## src/rtl/core/mf3_pkg.sv

```systemverilog
// Shared types, constants and the three-input sort for the 3x3 median filter.
// No dependencies; every other file of the filter uses this package.
`default_nettype none

package mf3_pkg;

   localparam int PIX_W           = 8;
   localparam int MAX_LINE_PIXELS = 2048;
   localparam int COL_W           = $clog2(MAX_LINE_PIXELS);
   localparam int ROW_LIMIT       = 2048;
   localparam int ROW_W           = $clog2(ROW_LIMIT);
   localparam int CFG_W           = 12;
   localparam int CSR_IDX_W       = 2;
   localparam int QUEUE_DEPTH     = 4;
   localparam int QPTR_W          = $clog2(QUEUE_DEPTH);

   localparam logic [CSR_IDX_W-1:0] CSR_FRAME_WIDTH  = CSR_IDX_W'(0);
   localparam logic [CSR_IDX_W-1:0] CSR_FRAME_HEIGHT = CSR_IDX_W'(1);

   localparam logic [CFG_W-1:0] WIDTH_RESET  = CFG_W'(1920);
   localparam logic [CFG_W-1:0] HEIGHT_RESET = CFG_W'(1080);

   typedef logic [PIX_W-1:0] pix_type;

   typedef struct packed {
      logic emit;
      logic frame_start;
      logic line_end;
   } tag_type;

   typedef struct packed {
      pix_type          pix;
      logic [COL_W-1:0] col;
      tag_type          tag;
   } item_type;

   typedef struct packed {
      pix_type lo;
      pix_type md;
      pix_type hi;
   } trio_type;

   function automatic trio_type sort3(input pix_type a, input pix_type b, input pix_type c);
      pix_type  x;
      pix_type  y;
      pix_type  z;
      pix_type  t;
      trio_type r;
      x = a;
      y = b;
      z = c;
      if (x > y) begin
         t = x; x = y; y = t;
      end
      if (y > z) begin
         t = y; y = z; z = t;
      end
      if (x > y) begin
         t = x; x = y; y = t;
      end
      r.lo = x;
      r.md = y;
      r.hi = z;
      return r;
   endfunction

endpackage

`default_nettype wire

```

## src/rtl/core/mf3_fifo.sv

```systemverilog
// Short word queue between the front end and the filter pipeline.
// Depends on mf3_pkg for the word type and depth.
`default_nettype none

module mf3_fifo (
   input  wire logic              clock,
   input  wire logic              reset,
   input  wire logic              push_valid,
   input  wire mf3_pkg::item_type push_item,
   output logic                   full,
   output logic                   head_valid,
   output mf3_pkg::item_type      head_item,
   input  wire logic              pop
);
   import mf3_pkg::*;

   item_type          slot_ff [QUEUE_DEPTH];
   logic [QPTR_W-1:0] wr_ptr_ff, wr_ptr_in;
   logic [QPTR_W-1:0] rd_ptr_ff, rd_ptr_in;
   logic [QPTR_W:0]   count_ff, count_in;
   logic              do_push;
   logic              do_pop;

   assign full       = (count_ff == (QPTR_W+1)'(QUEUE_DEPTH));
   assign head_valid = (count_ff != '0);
   assign head_item  = slot_ff[rd_ptr_ff];
   assign do_push    = push_valid & ~full;
   assign do_pop     = pop & head_valid;

   always_comb begin
      wr_ptr_in = do_push ? wr_ptr_ff + QPTR_W'(1) : wr_ptr_ff;
      rd_ptr_in = do_pop ? rd_ptr_ff + QPTR_W'(1) : rd_ptr_ff;
      count_in  = count_ff;
      if (do_push && !do_pop) begin
         count_in = count_ff + (QPTR_W+1)'(1);
      end else if (do_pop && !do_push) begin
         count_in = count_ff - (QPTR_W+1)'(1);
      end
   end

   always_ff @(posedge clock) begin
      if (reset) begin
         wr_ptr_ff <= '0;
         rd_ptr_ff <= '0;
         count_ff  <= '0;
      end else begin
         wr_ptr_ff <= wr_ptr_in;
         rd_ptr_ff <= rd_ptr_in;
         count_ff  <= count_in;
      end
   end

   always_ff @(posedge clock) begin
      if (do_push) begin
         slot_ff[wr_ptr_ff] <= push_item;
      end
   end

endmodule

`default_nettype wire

```

## config.mk

```make
export PLATFORM = sky130hd
export DESIGN_NAME = mf3_fifo
export DESIGN_NICKNAME = d
export VERILOG_FILES = /design/src/rtl/core/mf3_pkg.sv /design/src/rtl/core/mf3_fifo.sv
export SDC_FILE = /design/constraint.sdc
export NUM_CORES = 1
export LEC_CHECK = 0
export ABC_AREA = 1
export BUFFER_PORTS_ARGS = -buffer_cell sky130_fd_sc_hd__buf_2
export CAP_MARGIN = 20
export CORE_MARGIN = 2
export CORE_UTILIZATION = 60
export DETAILED_ROUTE_END_ITERATION = 8
export PLACE_DENSITY_LB_ADDON = 0.05
export SYNTH_ARGS = -nofsm -noshare
export SYNTH_HDL_FRONTEND = slang
export SYNTH_SLANG_ARGS = --single-unit
```

## constraint.sdc

```tcl
create_clock -name clock -period 4.5 [get_ports clock]
set_input_delay 1.125 -clock clock [delete_from_list [all_inputs] [get_ports clock]]
set_output_delay 1.125 -clock clock [all_outputs]
set_load 0.02 [all_outputs]
```

# After elaboration in Yosys (flattened, before gate mapping)
# Memory sizes are Yosys's and may differ from the RTL's. A register that Yosys moved wholly into a read port is not among the register bits.
# Index checks and enable logic that the tools add are counted.
# totals
regBits,7
mem_bits_rw,88
input_bits,26
output_inout_bits,24
elab_cells,24
memories,1
# op_classes
addsub,4
eq_ne,1
muxes,6
bitwise_logic,3
n_reduce_logical,6
# mem_list
name,depth,width,read_ports,rd_ports_with_merged_regs,wr,line_no,rtl
slot_ff,4,22,1,1,1,mf3_fifo.sv:17,item_type slot_ff [QUEUE_DEPTH];
# op_table
operator,count
$mux W3,2
$add A2 B1 Y2 const B,2
$mux W2,2
$add A3 B1 Y3 const B,1
$eq A3 B3 Y1 const B,1
$reduce_bool A3 Y1,1
$sub A3 B1 Y3 const B,1
$and A1 B1 Y1,2
$logic_and A1 B1 Y1,2
$logic_not A1 Y1,2
$mux W1,2
$reduce_bool A2 Y1,1
$not A1 Y1,1

# Depth between registers and ports, before layout
# logic_depth
depth_word,7
depth_mapped,13
ltp_nobuf,13

# Worst setup path before layout
# No wires, ideal clock.
# synth_path
path_type,input port to flip-flop
start,in push_valid
end,mem slot_ff[0][0] (netlist name) (enable)
setup_ps,401
arrival_ps,2128
required_time_ps,4099
slack_ps,1971
stages,2
path_buffers,0
cell_sequence,nand2_4 nor2_1
# synth_between
elab_chain_len,3
# synth_lines
item,line_no,rtl
from (decl),mf3_fifo.sv:8,"input wire logic push_valid,"
$and A1 B1 Y1,mf3_fifo.sv:27,assign do_push = push_valid & ~full;
$mux W1,mf3_fifo.sv:54,if (do_push) begin
$mux W1 (implied by the code),mf3_fifo.sv:55,slot_ff[wr_ptr_ff] <= push_item;
to (decl),mf3_fifo.sv:17,
# Every way passes these cells.

==> metrics <==
initial antenna violation count 0; share of the synthesized area in the top cell type slightly below 70%; most frequent cells in the layout 88 x edfxtp_1, 53 x nor2_1, 49 x buf_2, 27 x o21ai_0, 22 x o22ai_1; share of power burned in registers 47.5%; final worst clock skew 0.00857 ns; Overflow after GRT 0; share of post-route cells with drive strength above 1 about a quarter; CP Launch Type flop; largest net degree at the start of global routing between 40 and 50; first-pass detailed-route iteration total 4; FMAX between 0.3 and 0.4 GHz; critical path type reg2out; Logic pwr share between 20% and 30%; CTS sink cnt 97; port bufs 49; Total Routed Length between 6 and 7 mm; vias in the first global route between 2000 and 2500; hold crit path type reg2reg; drt drc 0; Syn Area/Cell between 10 and 15 sq um; Pint between 1.5 and 2 mW; DRT iter0 DRCs ~110; sequential cell area around 0.0028 sq mm; die height 83.9 um; status finished, final reports clean; top cells by area, synth edfxtp_1 69%, nor2_1 5.6%, dfxtp_1 4.7%, o22ai_1 3.6%, o21ai_0 3.5%; Clock power frac between 20% and 30%; worst-path maximum fanout between 40 and 50; Cells after Synth 282; setup bufs post-CTS 0; Critical Path AT 2.19 ns; Pwr Density ~570 mW/mm^2; Worst-Margin Slew a little over 0.8 ns; post-layout util about 69%; WP data required 3.38 ns; reg-to-reg endpoint count_ff[1]$_SDFFE_PP0P_; multi-input logic area 821 sq um; Final setup viols 0; Tmin final 3.31 ns; Tot Pwr approximately 2.4 mW; commonest non-fill, non-tap cell in the layout edfxtp_1; vias per cell around 5.5; core area approximately 0.0063 sq mm; Setup TNS 0 ns; chip width roughly 84 um; CTS tree built; I/O pin total 50; CP Capture Type primary output; RSZ-0062 raised after global routing no; Lkg Pwr ~1.6 nW; hold path cells 2; Final Cycle Share approximately 74%; CTS H-tree lvls 3; Sw Ratio between 30% and 40%; hold_buf cts 0; P&R area growth vs syn 12.6%; Antenna Violating Nets Remaining 0; P_sw about 0.8 mW; Placed Cells 400; DP HPWL 3.98 mm; FF+latch count, synth 97; All-Layer GR Usage about 20%; Hold Crit Start rd_ptr_ff[0]$_SDFFE_PP0P_; clock-pin transition on the worst setup and hold timing paths ~0.080 ns; worst vdd ir 0.361 mV; Yosys warnings 0; depth of the most critical reg-to-reg path 9; Reg2Reg Launch Point count_ff[1]$_SDFFE_PP0P_; Final nets approximately 370; Worst-Skew Late Latency ~0.35 ns; Syn Nets 314; DR vias roughly 2300; Post-Syn Area between 0.003 and 0.004 sq mm; fin cells approximately 420; Design Area, Final 0.00431 sq mm; Synth area leader edfxtp_1; Clock Root Buffer clkbuf_8; # fillers 457; die area approximately 0.007 sq mm; pins over their slew limit 0; Cell Rows 29; Hold Path End rd_ptr_ff[0]$_SDFFE_PP0P_; cts bufs inserted 9; max capacitance violation total 0; post_cts resized 0; routability congestion estimate ~0.74; Initial Util 61.0%; Hold Fails Final Rpt 0; ant diodes 0; Clock Path Buffers 2; sequential cell area fraction in the yosys report between 70 and 80%; Max-Slew Margin vs Limit between 40% and 50%; dpl cell area 0.00409 sq mm; Cell variety after synth 23; first-pass GRT wire length ~10 mm; R2R setup slack roughly 2.7 ns; drt wl/cell 15.7 um
## layer usage
metal / routed length [um] / vias up / GRT usage [%]
met5: 0 / - / 0
met4: 101 / 0 / 6.60
met3: 307 / 8 / 6.03
met2: 3230 / 58 / 32.7
met1: 2890 / 1080 / 25.9
li1: - / 1126 / -
## logic make-up (layout without fill, tap and decap cells)
logic type / after synthesis / in the layout / synth area share, %
buffers and inverters: 30 / 87 / 5.13
and+or+nand+nor: 78 / 78 / 8.92
xor gates and xnor gates: 1 / 1 / 0.229
adders and majority gates: 6 / 6 / 2.16
DFF: 97 / 97 / 73.7
AOI/OAI and AO/OA: 70 / 70 / 9.87
## through the flow
step           hold slack [ns]  setup WS [ns]
2_1_floorplan            0.459           1.97
3_3_place_gp             0.483           1.65
3_5_place_dp             0.496           1.59
4_1_cts                  0.509           1.17
5_1_grt                  0.528           1.03
6_report                 0.509           1.19
## power groups by stage
stage          registers (mW)  clock network, mW  logic, mW
2_1_floorplan            1.15                  0      0.549
3_3_place_gp             1.18                  0      0.674
3_5_place_dp             1.18                  0      0.685
4_1_cts                  1.16              0.609      0.689
5_1_grt                  1.17              0.641      0.760
6_report                 1.16              0.601      0.683
## sequential cells by signal, indices dropped and copies added, names as in the netlist, named ones only
name / count
wr_ptr_ff: 2
count_ff: 3
slot_ff: 88
rd_ptr_ff: 2
## Yosys cell counts (all sizes together)
| master | number |
|---|---|
| edfxtp | 88 |
| nor2 | 58 |
| o21ai | 45 |
| o22ai | 22 |
| inv | 17 |
| nand2 | 15 |
| buf | 13 |
| dfxtp | 9 |
| ha | 5 |
| nand3 | 4 |
| a21oi | 3 |
| fa | 1 |
| nand3b | 1 |
| xor2 | 1 |
## area by class of cell
type	count	area share, %
Clock inverter	7	2.20
Tap cell	77	2.23
Multi-Input combinational cell	155	19.0
Clock buffer	9	2.87
Inverter	17	1.65
Timing Repair Buffer	54	6.56
Sequential cell	97	65.4
## worst max-delay path by stage
| stage | from | end | slack, ns | depth (start not counted) |
|---|---|---|---|---|
| 6_report | flop | head_item[17] | 1.19 | 5 |
| 5_1_grt | flop | head_item[16] | 1.03 | 5 |
| 4_1_cts | flop | head_item[17] | 1.17 | 5 |
| 3_5_place_dp | flop | head_item[20] | 1.59 | 5 |
| 3_3_place_gp | flop | head_item[20] | 1.65 | 5 |
| 2_1_floorplan | push_valid | slot_ff[0][0]$_DFFE_PP_ | 1.97 | 2 |
## worst max-delay path, stage by stage (launching register included)
cell and delay, ns:
dfxtp_1 0.79, buf_4 0.40, inv_8 0.15, o21ai_0 0.20, o22ai_1 0.10, buf_2 0.17
(Power assumes the default switching activity.)
