File: src/rtl/core/mf3_pkg.sv
// Shared types, constants and the three-input sort for the 3x3 median filter.
// No dependencies; every other file of the filter uses this package.
`default_nettype none

package mf3_pkg;

   localparam int PIX_W           = 8;
   localparam int MAX_LINE_PIXELS = 2048;
   localparam int COL_W           = $clog2(MAX_LINE_PIXELS);
   localparam int ROW_LIMIT       = 2048;
   localparam int ROW_W           = $clog2(ROW_LIMIT);
   localparam int CFG_W           = 12;
   localparam int CSR_IDX_W       = 2;
   localparam int QUEUE_DEPTH     = 4;
   localparam int QPTR_W          = $clog2(QUEUE_DEPTH);

   localparam logic [CSR_IDX_W-1:0] CSR_FRAME_WIDTH  = CSR_IDX_W'(0);
   localparam logic [CSR_IDX_W-1:0] CSR_FRAME_HEIGHT = CSR_IDX_W'(1);

   localparam logic [CFG_W-1:0] WIDTH_RESET  = CFG_W'(1920);
   localparam logic [CFG_W-1:0] HEIGHT_RESET = CFG_W'(1080);

   typedef logic [PIX_W-1:0] pix_type;

   typedef struct packed {
      logic emit;
      logic frame_start;
      logic line_end;
   } tag_type;

   typedef struct packed {
      pix_type          pix;
      logic [COL_W-1:0] col;
      tag_type          tag;
   } item_type;

   typedef struct packed {
      pix_type lo;
      pix_type md;
      pix_type hi;
   } trio_type;

   function automatic trio_type sort3(input pix_type a, input pix_type b, input pix_type c);
      pix_type  x;
      pix_type  y;
      pix_type  z;
      pix_type  t;
      trio_type r;
      x = a;
      y = b;
      z = c;
      if (x > y) begin
         t = x; x = y; y = t;
      end
      if (y > z) begin
         t = y; y = z; z = t;
      end
      if (x > y) begin
         t = x; x = y; y = t;
      end
      r.lo = x;
      r.md = y;
      r.hi = z;
      return r;
   endfunction

endpackage

`default_nettype wire

File: src/rtl/core/mf3_front.sv
// Front end: configuration registers, column and row counters, word classification.
// Depends on mf3_pkg; feeds mf3_fifo.
`default_nettype none

module mf3_front (
   input  wire logic                          clock,
   input  wire logic                          reset,
   input  wire logic                          req_valid,
   output logic                               req_ready,
   input  wire logic [mf3_pkg::PIX_W-1:0]     req_pixel_in,
   input  wire logic                          csr_valid,
   output logic                               csr_ready,
   input  wire logic [mf3_pkg::CSR_IDX_W-1:0] csr_index,
   input  wire logic [mf3_pkg::CFG_W-1:0]     csr_data,
   input  wire logic                          queue_full,
   output logic                               push_valid,
   output mf3_pkg::item_type                  push_item
);
   import mf3_pkg::*;

   logic [CFG_W-1:0] width_ff, width_in;
   logic [CFG_W-1:0] height_ff, height_in;
   logic [COL_W-1:0] col_ff, col_in;
   logic [ROW_W-1:0] row_ff, row_in;
   logic [COL_W-1:0] col_last;
   logic [ROW_W-1:0] row_last;
   logic             last_col;
   logic             last_row;
   logic             accept;

   assign req_ready  = ~queue_full;
   assign csr_ready  = 1'b1;
   assign accept     = req_valid & req_ready;
   assign push_valid = accept;

   always_comb begin
      if (width_ff == '0 || width_ff > CFG_W'(MAX_LINE_PIXELS)) begin
         col_last = COL_W'(MAX_LINE_PIXELS - 1);
      end else begin
         col_last = COL_W'(width_ff - CFG_W'(1));
      end
      if (height_ff == '0 || height_ff > CFG_W'(ROW_LIMIT)) begin
         row_last = ROW_W'(ROW_LIMIT - 1);
      end else begin
         row_last = ROW_W'(height_ff - CFG_W'(1));
      end
   end

   assign last_col = (col_ff >= col_last);
   assign last_row = (row_ff >= row_last);

   always_comb begin
      push_item.pix             = req_pixel_in;
      push_item.col             = col_ff;
      push_item.tag.emit        = (col_ff >= COL_W'(2)) && (row_ff >= ROW_W'(2));
      push_item.tag.frame_start = (col_ff == COL_W'(2)) && (row_ff == ROW_W'(2));
      push_item.tag.line_end    = last_col;
   end

   always_comb begin
      width_in  = width_ff;
      height_in = height_ff;
      if (csr_valid && csr_index == CSR_FRAME_WIDTH) begin
         width_in = csr_data;
      end
      if (csr_valid && csr_index == CSR_FRAME_HEIGHT) begin
         height_in = csr_data;
      end
   end

   always_comb begin
      col_in = col_ff;
      row_in = row_ff;
      if (accept) begin
         if (last_col) begin
            col_in = '0;
            row_in = last_row ? '0 : row_ff + ROW_W'(1);
         end else begin
            col_in = col_ff + COL_W'(1);
         end
      end
   end

   always_ff @(posedge clock) begin
      if (reset) begin
         width_ff  <= WIDTH_RESET;
         height_ff <= HEIGHT_RESET;
         col_ff    <= '0;
         row_ff    <= '0;
      end else begin
         width_ff  <= width_in;
         height_ff <= height_in;
         col_ff    <= col_in;
         row_ff    <= row_in;
      end
   end

endmodule

`default_nettype wire

File: config.mk
export PLATFORM = sky130hd
export DESIGN_NAME = mf3_front
export DESIGN_NICKNAME = d
export VERILOG_FILES = /design/src/rtl/core/mf3_pkg.sv /design/src/rtl/core/mf3_front.sv
export SDC_FILE = /design/constraint.sdc
export NUM_CORES = 1
export LEC_CHECK = 0
export ABC_AREA = 0
export BUFFER_PORTS_ARGS = -buffer_cell sky130_fd_sc_hd__buf_2
export CAP_MARGIN = 40
export CORE_AREA = 2 2 82 84
export CTS_BUF_LIST = sky130_fd_sc_hd__clkbuf_8
export DETAILED_ROUTE_END_ITERATION = 8
export DIE_AREA = 0 0 84 86
export PLACE_DENSITY = 0.72
export REMOVE_ABC_BUFFERS = 1
export SYNTH_ARGS = -nofsm -noshare
export SYNTH_HDL_FRONTEND = slang
export SYNTH_SLANG_ARGS = --single-unit
File: constraint.sdc
create_clock -name clock -period 3.3 [get_ports clock]
set_clock_uncertainty 0.2 [all_clocks]
set_input_delay 0.165 -clock clock [delete_from_list [all_inputs] [get_ports clock]]
set_output_delay 0.165 -clock clock [all_outputs]
set_load 0.01 [all_outputs]
### Yosys cells after proc, flatten, opt, wreduce, memory -nomap -nowiden

Index checks and enable logic that the tools add are counted.

| operators by class | value |
|---|---|
| $add $sub $neg | 4 |
| magnitude comparators | 6 |
| equality and inequality tests | 3 |
| mux-type cells | 4 |
| bitwise logic cells | 2 |
| reductions and logical operators | 10 |

Operator list:

| operator | count |
|---|---|
| 11-bit two-way mux | 4 |
| 12-bit > comparator, second input constant | 2 |
| 12-bit zero test | 2 |
| 11-bit by 1-bit adder with 11-bit output, second input constant | 2 |
| 11-bit by 2-bit == test with 1-bit output, second input constant | 2 |
| 11-bit >= comparator | 2 |
| 11-bit by 2-bit >= comparator with 1-bit output, second input constant | 2 |
| 11-bit by 1-bit subtractor with 11-bit output, second input constant | 2 |
| 1-bit logical AND | 4 |
| 2-bit by 1-bit == test with 1-bit output, second input constant | 1 |
| 2-bit zero test | 1 |
| 1-bit logical OR | 2 |
| 2-bit AND reduction | 1 |
| 1-bit bitwise AND | 1 |
| 1-bit inverter | 1 |

| word-level totals | value |
|---|---|
| register bits | 46 |
| input port bits | 27 |
| output and inout port bits | 25 |
| word-level logic and storage cells | 33 |

### Logic depth before layout (Yosys ltp)

Gate-level depths: netlist of run 1.

| logic depth | value |
|---|---|
| word-level depth | 5 |
| mapped depth | 15 |
| depth with buffers taken out | 14 |

### Worst setup path after synthesis of run 1

No wires, ideal clock.

| timing path | value |
|---|---|
| path type | register -> register |
| start | register height_ff[0] |
| end | register row_ff[6] |
| library setup time | 0.084 ns |
| data arrival time | 2.851 ns |
| data required time | 3.016 ns |
| setup slack | 0.165 ns |
| stages on the path, launching flop included | 15 |
| path buffers | 0 |
| period minus slack after synthesis | 3.135 ns |
| cells stage by stage | dfxtp_1 inv_1 ha_1 nand3b_2 nor4_4 xor2_2 inv_2 and3_1 ha_1 and3_1 a221oi_1 o21ai_0 a21oi_2 nand2_2 o31ai_2 |

| between the ends | value |
|---|---|
| cells in the longest elaborated chain, start to end | 5 |
| elaborated cells on any way between the ends | 7 |
| classes of those cells | add/sub: 1; order compare: 2; mux: 2; reduce/logical: 2 |

RTL lines:

| item | line | RTL |
|---|---|---|
| from (decl) | mf3_front.sv:22 | `logic [CFG_W-1:0] height_ff, height_in;` |
| from (signal assigned) | mf3_front.sv:92 | `height_ff <= height_in;` |
| 12-bit > comparator or 12-bit zero test (tied branches) | mf3_front.sv:42 | `if (height_ff == '0 \|\| height_ff > CFG_W'(ROW_LIMIT)) begin` |
| 1-bit logical OR | mf3_front.sv:42 |  |
| 11-bit two-way mux (*) | mf3_front.sv:42 |  |
| 11-bit >= comparator (*) | mf3_front.sv:50 | `assign last_row = (row_ff >= row_last);` |
| 11-bit two-way mux (*) | mf3_front.sv:77 | `row_in = last_row ? '0 : row_ff + ROW_W'(1);` |
| to (signal assigned) | mf3_front.sv:94 | `row_ff <= row_in;` |
| to (decl) | mf3_front.sv:24 | `logic [ROW_W-1:0] row_ff, row_in;` |

Mark *: on every way between the ends. The rest lies on a longest branch, timed or not.
A chain may end at the register's enable or synchronous reset.

==> impl_results.html, run 1 <==
<table>
<tr><th>Metric</th><th>Value</th></tr>
<tr><th colspan="2">Status</th></tr>
<tr><td>Run status</td><td>finished clean</td></tr>
<tr><th colspan="2">Synth</th></tr>
<tr><td>Async set-reset flop share out of synthesis</td><td>0</td></tr>
<tr><td>Post-Syn Area</td><td>0.00298 mm^2</td></tr>
<tr><td>Share of the synthesized area in the top cell type</td><td>0.309</td></tr>
<tr><td>#FFs+latches synth</td><td>46</td></tr>
<tr><td>Sequential share of the synthesized area</td><td>0.309</td></tr>
<tr><td>Dominant cells by area after synthesis</td><td>sky130_fd_sc_hd__dfxtp_1 31%, sky130_fd_sc_hd__ha_1 12%, sky130_fd_sc_hd__nand2_1 8.4%, sky130_fd_sc_hd__xor2_1 5.3%, sky130_fd_sc_hd__nor2_1 4.9%</td></tr>
<tr><td>Number of flops mapped to enable cells by yosys</td><td>0</td></tr>
<tr><td>Avg Inst Size Synth</td><td>7.98 um^2</td></tr>
<tr><td>Cells after synthesis</td><td>374</td></tr>
<tr><td>Synth Warn #</td><td>0</td></tr>
<tr><td>Count of different cell masters after synthesis</td><td>48</td></tr>
<tr><td>Post-synthesis cell type with the largest combined area</td><td>sky130_fd_sc_hd__dfxtp_1</td></tr>
<tr><td>Top_reg_cell synth</td><td>sky130_fd_sc_hd__dfxtp_1</td></tr>
<tr><th colspan="2">Setup path</th></tr>
<tr><td>Worst R2R Path Depth</td><td>13</td></tr>
<tr><td>Required time at the worst-slack endpoint</td><td>2930 ps</td></tr>
<tr><td>WP data arrival</td><td>2890 ps</td></tr>
<tr><td>Worst R2R End</td><td>row_ff[6]</td></tr>
<tr><td>Critical path class</td><td>flip-flop to output pin</td></tr>
<tr><td>Crit path largest cell delay</td><td>390 ps</td></tr>
<tr><td>Worst setup EP type</td><td>output pin</td></tr>
<tr><td>Critical R2R Launch</td><td>width_ff[8]</td></tr>
<tr><td>Slowest stage cell on the critical path</td><td>sky130_fd_sc_hd__or3_4</td></tr>
<tr><td>Critical path fanouts, max</td><td>6</td></tr>
<tr><td>Worst setup startpoint</td><td>width_ff[8]</td></tr>
<tr><td>Cells along the critical path</td><td>or3_4 &gt; nor4_4 &gt; xor2_2 &gt; nor2_1 &gt; ha_1 &gt; a21oi_2 &gt; o21ai_2 &gt; buf_4 &gt; a211oi_4 &gt; nand2_1 &gt; buf_2</td></tr>
<tr><td>Startpoint type of the worst setup path</td><td>flip-flop</td></tr>
<tr><td>Register-to-Register Setup Slack</td><td>110 ps</td></tr>
<tr><th colspan="2">Placed design</th></tr>
<tr><td>Worst-case setup slack after placement</td><td>-405 ps</td></tr>
<tr><td>DP HPWL</td><td>5040 um</td></tr>
<tr><td>Post-placement cell area</td><td>0.00336 mm^2</td></tr>
<tr><td>Placer Congestion</td><td>0.836</td></tr>
<tr><td># port buffers</td><td>34</td></tr>
<tr><th colspan="2">Power</th></tr>
<tr><td>Power per standard cell area</td><td>324 mW/mm^2</td></tr>
<tr><td>Reported leakage power</td><td>1.71 nW</td></tr>
<tr><td>Overall power consumption</td><td>1.21 mW</td></tr>
<tr><td>Largest voltage drop on the vdd net</td><td>0.000234 V</td></tr>
<tr><th colspan="2">Die</th></tr>
<tr><td>Die Width</td><td>84 um</td></tr>
<tr><td>Core Box Area</td><td>0.00628 mm^2</td></tr>
<tr><td>Initial Util</td><td>0.475</td></tr>
<tr><td>Top-level port count</td><td>52</td></tr>
<tr><td>Number of cell rows</td><td>29</td></tr>
<tr><td>Overall die height</td><td>86 um</td></tr>
<tr><td>Die Area</td><td>0.00722 mm^2</td></tr>
<tr><th colspan="2">Route</th></tr>
<tr><td>Average wire length per cell after detail routing</td><td>13.7 um</td></tr>
<tr><td>Post-route antenna net violation count</td><td>0</td></tr>
<tr><td>Number of violations reported at the end of detailed-routing iteration 0</td><td>152</td></tr>
<tr><td>First-pass DRT Iterations</td><td>6</td></tr>
<tr><td>Detailed-route via count</td><td>2792</td></tr>
<tr><td>DRC violation count after routing</td><td>0</td></tr>
<tr><td>Vias per std cell</td><td>5.38</td></tr>
<tr><td>Total wire length after detailed routing</td><td>7100 um</td></tr>
<tr><th colspan="2">Timing</th></tr>
<tr><td>Maximum operating frequency</td><td>308 MHz</td></tr>
<tr><td>Number of hold-slack violations in the final timing report</td><td>0</td></tr>
<tr><td>Count of final setup violators</td><td>0</td></tr>
<tr><td>Worst relative slew slack</td><td>0.627</td></tr>
<tr><td>Unrepaired setup endpoints after global routing</td><td>true</td></tr>
<tr><td>Least-Margin Pin Slew</td><td>558 ps</td></tr>
<tr><td>Fin. max-slew vios</td><td>0</td></tr>
<tr><td>Final period util</td><td>0.985</td></tr>
<tr><td>Final setup slack of the worst path</td><td>49.8 ps</td></tr>
<tr><td>Final worst path period need</td><td>3250 ps</td></tr>
<tr><th colspan="2">Clock tree</th></tr>
<tr><td>Clock latency reported for the late side of the worst-skew pair</td><td>300 ps</td></tr>
<tr><td>Clock input transition at the sequential cells of the worst setup and hold paths</td><td>70 ps</td></tr>
<tr><td>Inserted Clock Buffers</td><td>5</td></tr>
<tr><td>TritonCTS clock tree</td><td>built</td></tr>
<tr><td>Buffer depth of the longest clock path</td><td>2</td></tr>
<tr><td>H-Tree Level Count</td><td>2</td></tr>
<tr><td>Buffer type at the clock tree root</td><td>sky130_fd_sc_hd__clkbuf_8</td></tr>
<tr><td>Clock tree sinks</td><td>46</td></tr>
<tr><th colspan="2">Finish</th></tr>
<tr><td>Most frequent standard cell in the layout excluding fill and tap cells</td><td>sky130_fd_sc_hd__nand2_1</td></tr>
<tr><td>Antenna diode count</td><td>0</td></tr>
<tr><td>Area taken by flip-flops and latches</td><td>925 um^2</td></tr>
<tr><td>Area used by multi-input combinational logic</td><td>0.00206 mm^2</td></tr>
<tr><td>Share of layout cells above drive strength 1</td><td>0.258</td></tr>
<tr><td>Post-route cell area</td><td>0.00375 mm^2</td></tr>
<tr><td>Most used cells in the layout excluding fill and tap cells</td><td>66 x sky130_fd_sc_hd__nand2_1, 43 x sky130_fd_sc_hd__dfxtp_1, 39 x sky130_fd_sc_hd__nor2_1, 35 x sky130_fd_sc_hd__buf_2, 32 x sky130_fd_sc_hd__buf_4</td></tr>
<tr><td>Nets@finish</td><td>498</td></tr>
<tr><td>Area Growth Syn to Fin</td><td>25.7%</td></tr>
<tr><td>Fill cell count</td><td>566</td></tr>
<tr><th colspan="2">Worst hold path</th></tr>
<tr><td>HP Class</td><td>input port to flip-flop</td></tr>
<tr><td>Worst hold path startpoint</td><td>csr_index[1]</td></tr>
<tr><td>Number of cells traversed by the worst hold path</td><td>4</td></tr>
<tr><td>Hold endpoint</td><td>width_ff[5]</td></tr>
<tr><th colspan="2">Global routing</th></tr>
<tr><td>Wire length of the first global-routing pass</td><td>11600 um</td></tr>
<tr><td>Remaining global-route overflow</td><td>0</td></tr>
<tr><td>GRT met3 Usage</td><td>0.0404</td></tr>
<tr><td>Most Crowded Layer GR</td><td>met2</td></tr>
<tr><td>GRT Total Usage</td><td>0.196</td></tr>
<tr><td>Fraction of met1 tracks used by global routing</td><td>0.246</td></tr>
<tr><td>Number of antenna violations at the first check in global routing</td><td>0</td></tr>
<tr><td>Largest net degree at the start of global routing</td><td>29</td></tr>
<tr><td>Met2 track demand over resource in global routing</td><td>0.332</td></tr>
<tr><td>Via count of the first global-routing pass</td><td>2627</td></tr>
<tr><th colspan="2">Flow run</th></tr>
<tr><td>Max Cap Violations</td><td>0</td></tr>
</table>
-- what timing repair did --
item / in CTS / in global routing
pin swaps: 1 / 18
gates cloned: 1 / 1
setup buffers: 0 / 4
endpoints found under the setup margin: 21 / 23
endpoints found under the hold margin: 24 / 0
hold buffers: 12 / 0
resized for setup: 5 / 35
-- cell usage after synthesis, types with 2 or more instances --
cell and n:
sky130_fd_sc_hd__nor2b_1 3, sky130_fd_sc_hd__ha_1 28, sky130_fd_sc_hd__o2bb2ai_1 6, sky130_fd_sc_hd__nand2b_1 6
sky130_fd_sc_hd__a211oi_1 4, sky130_fd_sc_hd__and3_1 10, sky130_fd_sc_hd__nor3_2 2, sky130_fd_sc_hd__nor3_1 12
sky130_fd_sc_hd__nor2_1 39, sky130_fd_sc_hd__o21a_1 2, sky130_fd_sc_hd__nand4_1 5, sky130_fd_sc_hd__inv_1 10
sky130_fd_sc_hd__dfxtp_1 46, sky130_fd_sc_hd__mux2i_1 2, sky130_fd_sc_hd__xnor2_1 6, sky130_fd_sc_hd__nand3b_1 9
sky130_fd_sc_hd__or2_2 2, sky130_fd_sc_hd__buf_4 10, sky130_fd_sc_hd__a21o_1 3, sky130_fd_sc_hd__o31a_2 2
sky130_fd_sc_hd__nand2_1 67, sky130_fd_sc_hd__nor4_1 2, sky130_fd_sc_hd__nand3_1 10, sky130_fd_sc_hd__nor4_4 2
sky130_fd_sc_hd__xor2_2 2, sky130_fd_sc_hd__xor2_1 18, sky130_fd_sc_hd__nand3b_2 2, sky130_fd_sc_hd__inv_2 2
sky130_fd_sc_hd__o21ai_0 12, sky130_fd_sc_hd__a21oi_1 21, sky130_fd_sc_hd__clkbuf_1 8, sky130_fd_sc_hd__buf_2 2
sky130_fd_sc_hd__or3_1 3, sky130_fd_sc_hd__and2_1 2
-- registers in the layout, summed over array words and instances, names as in the netlist --
name and flops:
row_ff 11, col_ff 11, width_ff 12, height_ff 12
-- through the flow --
stage	instances	util	hold slack, ps	TNS [ps]
2_1_floorplan	354	-	34.1	-1890
3_3_place_gp	494	0.534	130	-3740
3_5_place_dp	495	0.535	130	-7120
4_1_cts	514	0.570	41.6	0
5_1_grt	519	0.598	81.4	-572
6_report	519	0.598	42.5	0
-- layout make-up --
type	instances	share of cell area
Clock buffer	6	0.0220
Timing Repair Buffer	80	0.146
Multi-Input combinational cell	298	0.548
Tap cell	77	0.0257
Inverter	12	0.0120
Sequential cell	46	0.246
-- cells by family after synthesis --
family | share of synthesized area
other | 0.00126
xor gates and xnor gates | 0.0813
DFF | 0.309
and+or+nand+nor | 0.304
buffers and inverters | 0.0537
adders and majority gates | 0.117
AOI/OAI and AO/OA | 0.127
muxes | 0.00671
-- where the power goes --
group          leakage [nW]  internal (mW)  total, mW  switching [mW]
clock                0.0431          0.162      0.343           0.181
combinational          1.29          0.129      0.266           0.138
sequential            0.374          0.575      0.605          0.0300
-- per-layer routing --
metal  wire [um]  vias up  share of wire
li1            -     1418              -
met1        3280     1288           0.46
met2        3390       72           0.48
met3         270       14          0.038
met4         159        0          0.022
met5           0        -              0
-- worst max-delay path by stage --
stage / end / slack [ps] / cells after the start
after global routing: push_item[0] / -90 / 11
final: push_item[0] / 50 / 11
after floorplan: row_ff[9] / -230 / 14
after global placement: row_ff[9] / -220 / 13
after CTS: row_ff[10] / 10 / 14
after detailed placement: row_ff[2] / -400 / 14
-- critical path: cells and delay by family (launching register included) --
| family | cells | cell delay, ps |
|---|---|---|
| and+or+nand+nor | 4 | 880 |
| AOI/OAI and AO/OA | 3 | 490 |
| DFF | 1 | 320 |
| adders and majority gates | 1 | 310 |
| buffers and inverters | 2 | 300 |
| xor gates and xnor gates | 1 | 280 |
No activity file was read; power rests on OpenSTA's default activity.
==> run 2, diff against run 1 <==
Settings changed: BUFFER_PORTS_ARGS -buffer_cell sky130_fd_sc_hd__buf_2 to not set, DONT_BUFFER_PORTS set to 1, PLACE_DENSITY 0.72 to not set.
==> run 2 against run 1 <==
Sequential share of layout area grew 1.1 points; core utilization is 2.7 points lower; routed wire length decreased by 2.6%; register-to-register slack improved by 20 ps; die area is the same; hold slack worse by 13 ps; sequential cell count did not move; global-route usage is 0.28 points higher; sequential power is essentially flat; critical path depth rose by 2; largest power group unchanged.
==> impl_results.html, run 2 (synthesis gave the netlist of run 1 again) <==
<table>
<tr><th>Metric</th><th>Value</th></tr>
<tr><th colspan="2">Clock tree</th></tr>
<tr><td>Clock input transition at the sequential cells of the worst setup and hold paths</td><td>90 ps</td></tr>
<tr><td>Clock tree sinks</td><td>46</td></tr>
<tr><td>Buffer depth of the longest clock path</td><td>2</td></tr>
<tr><td>Clock latency reported for the late side of the worst-skew pair</td><td>310 ps</td></tr>
<tr><td>Inserted Clock Buffers</td><td>5</td></tr>
<tr><td>TritonCTS clock tree</td><td>built</td></tr>
<tr><td>Buffer type at the clock tree root</td><td>sky130_fd_sc_hd__clkbuf_8</td></tr>
<tr><td>H-Tree Level Count</td><td>2</td></tr>
<tr><th colspan="2">Power</th></tr>
<tr><td>Reported leakage power</td><td>1.57 nW</td></tr>
<tr><td>Largest voltage drop on the vdd net</td><td>0.000236 V</td></tr>
<tr><td>Power per standard cell area</td><td>346 mW/mm^2</td></tr>
<tr><th colspan="2">Route</th></tr>
<tr><td>Post-route antenna net violation count</td><td>0</td></tr>
<tr><td>DRC violation count after routing</td><td>0</td></tr>
<tr><td>Average wire length per cell after detail routing</td><td>14.3 um</td></tr>
<tr><td>Number of violations reported at the end of detailed-routing iteration 0</td><td>73</td></tr>
<tr><td>Total wire length after detailed routing</td><td>6910 um</td></tr>
<tr><td>Detailed-route via count</td><td>2563</td></tr>
<tr><td>Vias per std cell</td><td>5.32</td></tr>
<tr><td>First-pass DRT Iterations</td><td>4</td></tr>
<tr><th colspan="2">Worst hold path</th></tr>
<tr><td>Hold endpoint</td><td>width_ff[5]</td></tr>
<tr><td>Number of cells traversed by the worst hold path</td><td>4</td></tr>
<tr><td>HP Class</td><td>input port to flip-flop</td></tr>
<tr><td>Worst hold path startpoint</td><td>csr_index[0]</td></tr>
<tr><th colspan="2">Placed design</th></tr>
<tr><td>Post-placement cell area</td><td>0.00310 mm^2</td></tr>
<tr><td># port buffers</td><td>0</td></tr>
<tr><td>Placer Congestion</td><td>0.794</td></tr>
<tr><td>DP HPWL</td><td>4940 um</td></tr>
<tr><th colspan="2">Setup path</th></tr>
<tr><td>Critical path fanouts, max</td><td>5</td></tr>
<tr><td>Critical R2R Launch</td><td>height_ff[6]</td></tr>
<tr><td>Startpoint type of the worst setup path</td><td>flip-flop</td></tr>
<tr><td>Slowest stage cell on the critical path</td><td>sky130_fd_sc_hd__or3_4</td></tr>
<tr><td>Required time at the worst-slack endpoint</td><td>3340 ps</td></tr>
<tr><td>Critical path class</td><td>flip-flop to flip-flop</td></tr>
<tr><td>Bufs and invs on worst path</td><td>2</td></tr>
<tr><td>Cells along the critical path</td><td>or3_4 &gt; nor4_4 &gt; xor2_2 &gt; buf_4 &gt; buf_4 &gt; nor2_1 &gt; ha_1 &gt; a21oi_1 &gt; o21ai_0 &gt; a41o_1 &gt; a21o_2 &gt; o21a_1 &gt; mux2i_1</td></tr>
<tr><td>WP data arrival</td><td>3210 ps</td></tr>
<tr><td>Worst R2R Path Depth</td><td>13</td></tr>
<tr><td>Crit path largest cell delay</td><td>410 ps</td></tr>
<tr><td>Most frequent cell on the critical path</td><td>sky130_fd_sc_hd__buf_4</td></tr>
<tr><td>Worst setup EP type</td><td>flip-flop</td></tr>
<tr><td>Register-to-Register Setup Slack</td><td>130 ps</td></tr>
<tr><td>Kind of cell adding the most delay to the critical path</td><td>compound AO/OA/AOI/OAI gates</td></tr>
<tr><td>Worst R2R End</td><td>row_ff[5]</td></tr>
<tr><th colspan="2">Finish</th></tr>
<tr><td>Share of layout cells above drive strength 1</td><td>0.178</td></tr>
<tr><td>Leading registers by flop count</td><td>height_ff (12), width_ff (12)</td></tr>
<tr><td>Antenna diode count</td><td>0</td></tr>
<tr><td>Most frequent standard cell in the layout excluding fill and tap cells</td><td>sky130_fd_sc_hd__nand2_1</td></tr>
<tr><td>Fill cell count</td><td>575</td></tr>
<tr><td>Area Growth Syn to Fin</td><td>20.1%</td></tr>
<tr><td>Most used cells in the layout excluding fill and tap cells</td><td>66 x sky130_fd_sc_hd__nand2_1, 45 x sky130_fd_sc_hd__dfxtp_1, 35 x sky130_fd_sc_hd__nor2_1, 27 x sky130_fd_sc_hd__ha_1, 22 x sky130_fd_sc_hd__buf_4</td></tr>
<tr><td>Post-route cell area</td><td>0.00358 mm^2</td></tr>
<tr><td>Fin util</td><td>0.571</td></tr>
<tr><td>Nets@finish</td><td>459</td></tr>
<tr><th colspan="2">Die</th></tr>
<tr><td>Top-level port count</td><td>52</td></tr>
<tr><td>Die Area</td><td>0.00722 mm^2</td></tr>
<tr><td>Initial Util</td><td>0.475</td></tr>
<tr><td>Core Box Area</td><td>0.00628 mm^2</td></tr>
<tr><td>Number of cell rows</td><td>29</td></tr>
<tr><td>Overall die height</td><td>86 um</td></tr>
<tr><td>Die Width</td><td>84 um</td></tr>
<tr><th colspan="2">Global routing</th></tr>
<tr><td>Remaining global-route overflow</td><td>0</td></tr>
<tr><td>Via count of the first global-routing pass</td><td>2470</td></tr>
<tr><td>Fraction of met1 tracks used by global routing</td><td>0.267</td></tr>
<tr><td>GRT Total Usage</td><td>0.199</td></tr>
<tr><td>Most Crowded Layer GR</td><td>met2</td></tr>
<tr><td>Number of antenna violations at the first check in global routing</td><td>0</td></tr>
<tr><td>Met2 track demand over resource in global routing</td><td>0.321</td></tr>
<tr><td>Largest net degree at the start of global routing</td><td>26</td></tr>
<tr><td>Wire length of the first global-routing pass</td><td>11700 um</td></tr>
<tr><td>GRT met3 Usage</td><td>0.0443</td></tr>
<tr><th colspan="2">Timing</th></tr>
<tr><td>Final worst path period need</td><td>3170 ps</td></tr>
<tr><td>Count of final setup violators</td><td>0</td></tr>
<tr><td>Aggregate negative setup slack</td><td>0 ps</td></tr>
<tr><td>Unrepaired setup endpoints after global routing</td><td>true</td></tr>
<tr><td>Fin. max-slew vios</td><td>0</td></tr>
<tr><td>Least-Margin Pin Slew</td><td>846 ps</td></tr>
<tr><td>Number of hold-slack violations in the final timing report</td><td>0</td></tr>
<tr><td>Worst relative slew slack</td><td>0.435</td></tr>
<tr><td>Final period util</td><td>0.961</td></tr>
<tr><td>Hold WS</td><td>29.6 ps</td></tr>
<tr><td>Maximum operating frequency</td><td>315 MHz</td></tr>
<tr><th colspan="2">Flow run</th></tr>
<tr><td>Max Cap Violations</td><td>0</td></tr>
<tr><th colspan="2">Status</th></tr>
<tr><td>Run status</td><td>finished clean</td></tr>
</table>
==> run 2: how the worst max path moves through the flow <==
stage	to	cells past startpoint	start
2_1_floorplan	row_ff[9]	14	width_ff[0]
3_3_place_gp	row_ff[6]	15	width_ff[1]
3_5_place_dp	row_ff[6]	15	width_ff[1]
4_1_cts	row_ff[6]	13	width_ff[7]
5_1_grt	row_ff[6]	15	width_ff[3]
6_report	row_ff[5]	13	height_ff[6]
==> run 2: per-layer routing <==
metal | up-vias | share of wire
li1 | 1351 | -
met1 | 1152 | 0.51
met2 | 51 | 0.44
met3 | 9 | 0.032
met4 | 0 | 0.014
met5 | - | 0
==> run 2: layout make-up <==
type                    instances  area (um^2)  area share
multi-input cells             297         2020       0.565
flip-flops and latches         46          922       0.257
repair buffers                 42          387       0.108
clock buffers                   8          110      0.0307
well taps                      77         96.3      0.0269
inverters                      12         45.0      0.0126
==> run 2: stage by stage <==
step | instances | setup WS (ps) | total power, mW
floorplan | 354 | -230 | 0.751
global placement | 447 | -6.01 | 0.800
detailed placement | 448 | -42.7 | 0.805
CTS | 476 | 13.6 | 1.23
global route | 482 | -69.0 | 1.31
finish | 482 | 127 | 1.24
==> run 2: timing repair <==
| action | 4_1_cts | 5_1_grt |
|---|---|---|
| hold endpoints to repair | 25 | 0 |
| endpoints found under the setup margin | 9 | 21 |
| gates resized for setup | 6 | 26 |
| setup buffers | 4 | 4 |
| gates cloned | 0 | 2 |
| pin swaps | 6 | 14 |
| hold buffers | 16 | 0 |
==> run 2: worst reg2reg max path, cell delays in order, from the launching register on <==
cell	delay, ps
sky130_fd_sc_hd__dfxtp_1	320
sky130_fd_sc_hd__or3_4	410
sky130_fd_sc_hd__nor4_4	290
sky130_fd_sc_hd__xor2_2	120
sky130_fd_sc_hd__buf_4	160
sky130_fd_sc_hd__buf_4	130
sky130_fd_sc_hd__nor2_1	150
sky130_fd_sc_hd__ha_1	260
sky130_fd_sc_hd__a21oi_1	120
sky130_fd_sc_hd__o21ai_0	90
sky130_fd_sc_hd__a41o_1	270
sky130_fd_sc_hd__a21o_2	270
sky130_fd_sc_hd__o21a_1	190
sky130_fd_sc_hd__mux2i_1	120
==> run 2: power by group <==
group	switching (mW)	total (mW)	internal, mW	leakage (nW)
Clock	0.191	0.402	0.212	0.0575
Sequential	0.0329	0.608	0.575	0.374
Combinational	0.118	0.230	0.112	1.13
Total	0.342	1.24	0.898	1.57
==> run 3, diff against run 2 <==
Settings changed: CELL_PAD_IN_SITES_DETAIL_PLACEMENT set to 2, CELL_PAD_IN_SITES_GLOBAL_PLACEMENT set to 2, CORE_AREA 2 2 82 84 to 2 2 96 98, DIE_AREA 0 0 84 86 to 0 0 98 100, PLACE_DENSITY_LB_ADDON set to 0.1.
==> run 3 against run 2 <==
Sequential cell count unchanged; non-clock buffer count increased by 5; sequential share of layout area decreased by 1.3 points; total power increased by 15%; routed wire length increased by 42%; maximum frequency decreased by 1.4%; clock power increased by 34%; highest routed layer unchanged.
==> impl_results.html, run 3 (synthesis gave the netlist of run 1 again) <==
<table>
<tr><th>Metric</th><th>Value</th></tr>
<tr><th colspan="2">Die</th></tr>
<tr><td>Initial Util</td><td>0.336</td></tr>
<tr><td>Die Width</td><td>98 um</td></tr>
<tr><td>Core Box Area</td><td>0.00889 mm^2</td></tr>
<tr><td>Number of cell rows</td><td>35</td></tr>
<tr><td>Die Area</td><td>0.00980 mm^2</td></tr>
<tr><td>Overall die height</td><td>100 um</td></tr>
<tr><td>Top-level port count</td><td>52</td></tr>
<tr><th colspan="2">Status</th></tr>
<tr><td>Run status</td><td>finished clean</td></tr>
<tr><th colspan="2">Global routing</th></tr>
<tr><td>GRT Total Usage</td><td>0.190</td></tr>
<tr><td>Largest net degree at the start of global routing</td><td>26</td></tr>
<tr><td>Remaining global-route overflow</td><td>0</td></tr>
<tr><td>Via count of the first global-routing pass</td><td>2976</td></tr>
<tr><td>Number of antenna violations at the first check in global routing</td><td>0</td></tr>
<tr><td>Wire length of the first global-routing pass</td><td>14900 um</td></tr>
<tr><th colspan="2">Clock tree</th></tr>
<tr><td>Buffer depth of the longest clock path</td><td>2</td></tr>
<tr><td>Buffer type at the clock tree root</td><td>sky130_fd_sc_hd__clkbuf_8</td></tr>
<tr><td>Clock tree sinks</td><td>46</td></tr>
<tr><td>H-Tree Level Count</td><td>2</td></tr>
<tr><td>Clock latency reported for the late side of the worst-skew pair</td><td>310 ps</td></tr>
<tr><td>TritonCTS clock tree</td><td>built</td></tr>
<tr><td>Inserted Clock Buffers</td><td>5</td></tr>
<tr><td>Clock input transition at the sequential cells of the worst setup and hold paths</td><td>100 ps</td></tr>
<tr><th colspan="2">Setup path</th></tr>
<tr><td>Slowest stage cell on the critical path</td><td>sky130_fd_sc_hd__dfxtp_4</td></tr>
<tr><td>Kind of cell adding the most delay to the critical path</td><td>compound AO/OA/AOI/OAI gates</td></tr>
<tr><td>Register-to-Register Setup Slack</td><td>80 ps</td></tr>
<tr><td>WP data arrival</td><td>3250 ps</td></tr>
<tr><td>Cells along the critical path</td><td>nor3_4 &gt; nand3b_4 &gt; nor4_4 &gt; xor2_2 &gt; buf_6 &gt; nor2_1 &gt; ha_1 &gt; a21oi_1 &gt; o21ai_0 &gt; a41o_2 &gt; a21oi_4 &gt; buf_6 &gt; nand3_2 &gt; mux2i_1</td></tr>
<tr><td>Critical path fanouts, max</td><td>5</td></tr>
<tr><td>Bufs and invs on worst path</td><td>2</td></tr>
<tr><td>Most frequent cell on the critical path</td><td>sky130_fd_sc_hd__buf_6</td></tr>
<tr><td>Critical path class</td><td>flip-flop to flip-flop</td></tr>
<tr><td>Required time at the worst-slack endpoint</td><td>3330 ps</td></tr>
<tr><td>Worst setup EP type</td><td>flip-flop</td></tr>
<tr><td>Worst R2R End</td><td>row_ff[5]</td></tr>
<tr><td>Critical R2R Launch</td><td>height_ff[4]</td></tr>
<tr><td>Crit path largest cell delay</td><td>360 ps</td></tr>
<tr><td>Worst R2R Path Depth</td><td>14</td></tr>
<tr><td>Startpoint type of the worst setup path</td><td>flip-flop</td></tr>
<tr><td>Crit. path cell count</td><td>14</td></tr>
<tr><th colspan="2">Route</th></tr>
<tr><td>First-pass DRT Iterations</td><td>3</td></tr>
<tr><td>Number of violations reported at the end of detailed-routing iteration 0</td><td>33</td></tr>
<tr><td>Total wire length after detailed routing</td><td>9800 um</td></tr>
<tr><td>Average wire length per cell after detail routing</td><td>18.8 um</td></tr>
<tr><td>Detailed-route via count</td><td>2763</td></tr>
<tr><td>Post-route antenna net violation count</td><td>0</td></tr>
<tr><td>DRC violation count after routing</td><td>0</td></tr>
<tr><td>Vias per std cell</td><td>5.30</td></tr>
<tr><th colspan="2">Finish</th></tr>
<tr><td>Area taken by flip-flops and latches</td><td>926 um^2</td></tr>
<tr><td>Nets@finish</td><td>464</td></tr>
<tr><td>Area Growth Syn to Fin</td><td>27.1%</td></tr>
<tr><td>Area used by multi-input combinational logic</td><td>0.00214 mm^2</td></tr>
<tr><td>Most used cells in the layout excluding fill and tap cells</td><td>67 x sky130_fd_sc_hd__nand2_1, 44 x sky130_fd_sc_hd__dfxtp_1, 38 x sky130_fd_sc_hd__nor2_1, 29 x sky130_fd_sc_hd__buf_4, 24 x sky130_fd_sc_hd__ha_1</td></tr>
<tr><td>Leading registers by flop count</td><td>height_ff (12), width_ff (12)</td></tr>
<tr><td>Share of layout cells above drive strength 1</td><td>0.212</td></tr>
<tr><td>Fill cell count</td><td>975</td></tr>
<tr><td>Most frequent standard cell in the layout excluding fill and tap cells</td><td>sky130_fd_sc_hd__nand2_1</td></tr>
<tr><td>Antenna diode count</td><td>0</td></tr>
<tr><th colspan="2">Placed design</th></tr>
<tr><td># port buffers</td><td>0</td></tr>
<tr><td>DP HPWL</td><td>6550 um</td></tr>
<tr><td>Placer Congestion</td><td>0.727</td></tr>
<tr><th colspan="2">Timing</th></tr>
<tr><td>Final worst path period need</td><td>3220 ps</td></tr>
<tr><td>Final period util</td><td>0.975</td></tr>
<tr><td>Unrepaired setup endpoints after global routing</td><td>true</td></tr>
<tr><td>Worst relative slew slack</td><td>0.369</td></tr>
<tr><td>Number of hold-slack violations in the final timing report</td><td>0</td></tr>
<tr><td>Least-Margin Pin Slew</td><td>943 ps</td></tr>
<tr><td>Fin. max-slew vios</td><td>0</td></tr>
<tr><td>Count of final setup violators</td><td>0</td></tr>
<tr><td>Maximum operating frequency</td><td>311 MHz</td></tr>
<tr><td>Aggregate negative setup slack</td><td>0 ps</td></tr>
<tr><th colspan="2">Worst hold path</th></tr>
<tr><td>Hold endpoint</td><td>width_ff[11]</td></tr>
<tr><td>Number of cells traversed by the worst hold path</td><td>4</td></tr>
<tr><td>HP Class</td><td>input port to flip-flop</td></tr>
<tr><td>Worst hold path startpoint</td><td>csr_index[1]</td></tr>
<tr><th colspan="2">Power</th></tr>
<tr><td>Overall power consumption</td><td>1.43 mW</td></tr>
<tr><td>Power per standard cell area</td><td>378 mW/mm^2</td></tr>
<tr><td>Reported leakage power</td><td>1.62 nW</td></tr>
<tr><td>Largest voltage drop on the vdd net</td><td>0.000149 V</td></tr>
<tr><th colspan="2">Flow run</th></tr>
<tr><td>Max Cap Violations</td><td>0</td></tr>
</table>
==> run 3: power breakdown <==
group	switching, mW	leakage, nW	total [mW]	internal (mW)
combinational	0.148	1.17	0.281	0.133
clock	0.216	0.0714	0.540	0.323
sequential	0.0372	0.374	0.612	0.575
==> run 3: cell type report <==
class                      instances  share of cell area
clock buffer                       6              0.0218
clock inverter                     2              0.0158
inverter                          12              0.0119
multi-input combinational        297               0.565
sequential                        46               0.244
tap                              111              0.0366
timing repair buffer              47               0.105
==> run 3: how the worst max path moves through the flow <==
stage,start,end,slack [ps]
2_1_floorplan,width_ff[0],row_ff[9],-230
3_3_place_gp,height_ff[2],row_ff[10],20
3_5_place_dp,width_ff[1],row_ff[3],-90
4_1_cts,width_ff[1],row_ff[3],9
5_1_grt,height_ff[4],row_ff[5],-80
6_report,height_ff[4],row_ff[5],80
==> run 3: repair_timing <==
action                                  4_1_cts  5_1_grt
pin swaps                                     6       21
cloned                                        1        1
setup buffers                                 4        6
resized for setup                            14       42
hold endpoints to repair                     25        0
hold buffers                                 14        0
endpoints found under the setup margin       13       21
==> run 3: per-layer routing <==
metal | wire length, um | global-route usage | vias to the layer above
met3 | 349 | 0.0460 | 12
met5 | 0 | 0 | -
met1 | 4270 | 0.228 | 1348
met2 | 5000 | 0.345 | 55
met4 | 177 | 0.0406 | 0
li1 | - | - | 1348
==> run 3: through the flow <==
step / area (um^2) / setup slack (ps) / util / std cells / hold WS (ps)
floorplan: 2870 / -230 / - / 354 / 34.1
global placement: 3170 / 20.6 / 0.357 / 487 / 38.2
detailed placement: 3170 / -86.0 / 0.357 / 487 / 39.5
CTS: 3540 / 9.36 / 0.398 / 514 / 4.11
global route: 3790 / -81.0 / 0.427 / 521 / 45.4
finish: 3790 / 81.3 / 0.427 / 521 / 26.3
==> run 3: worst reg2reg max path, stage by stage (launching register included) <==
cell	delay, ps
sky130_fd_sc_hd__dfxtp_4	360
sky130_fd_sc_hd__nor3_4	240
sky130_fd_sc_hd__nand3b_4	120
sky130_fd_sc_hd__nor4_4	330
sky130_fd_sc_hd__xor2_2	220
sky130_fd_sc_hd__buf_6	150
sky130_fd_sc_hd__nor2_1	50
sky130_fd_sc_hd__ha_1	290
sky130_fd_sc_hd__a21oi_1	140
sky130_fd_sc_hd__o21ai_0	130
sky130_fd_sc_hd__a41o_2	320
sky130_fd_sc_hd__a21oi_4	240
sky130_fd_sc_hd__buf_6	140
sky130_fd_sc_hd__nand3_2	60
sky130_fd_sc_hd__mux2i_1	140
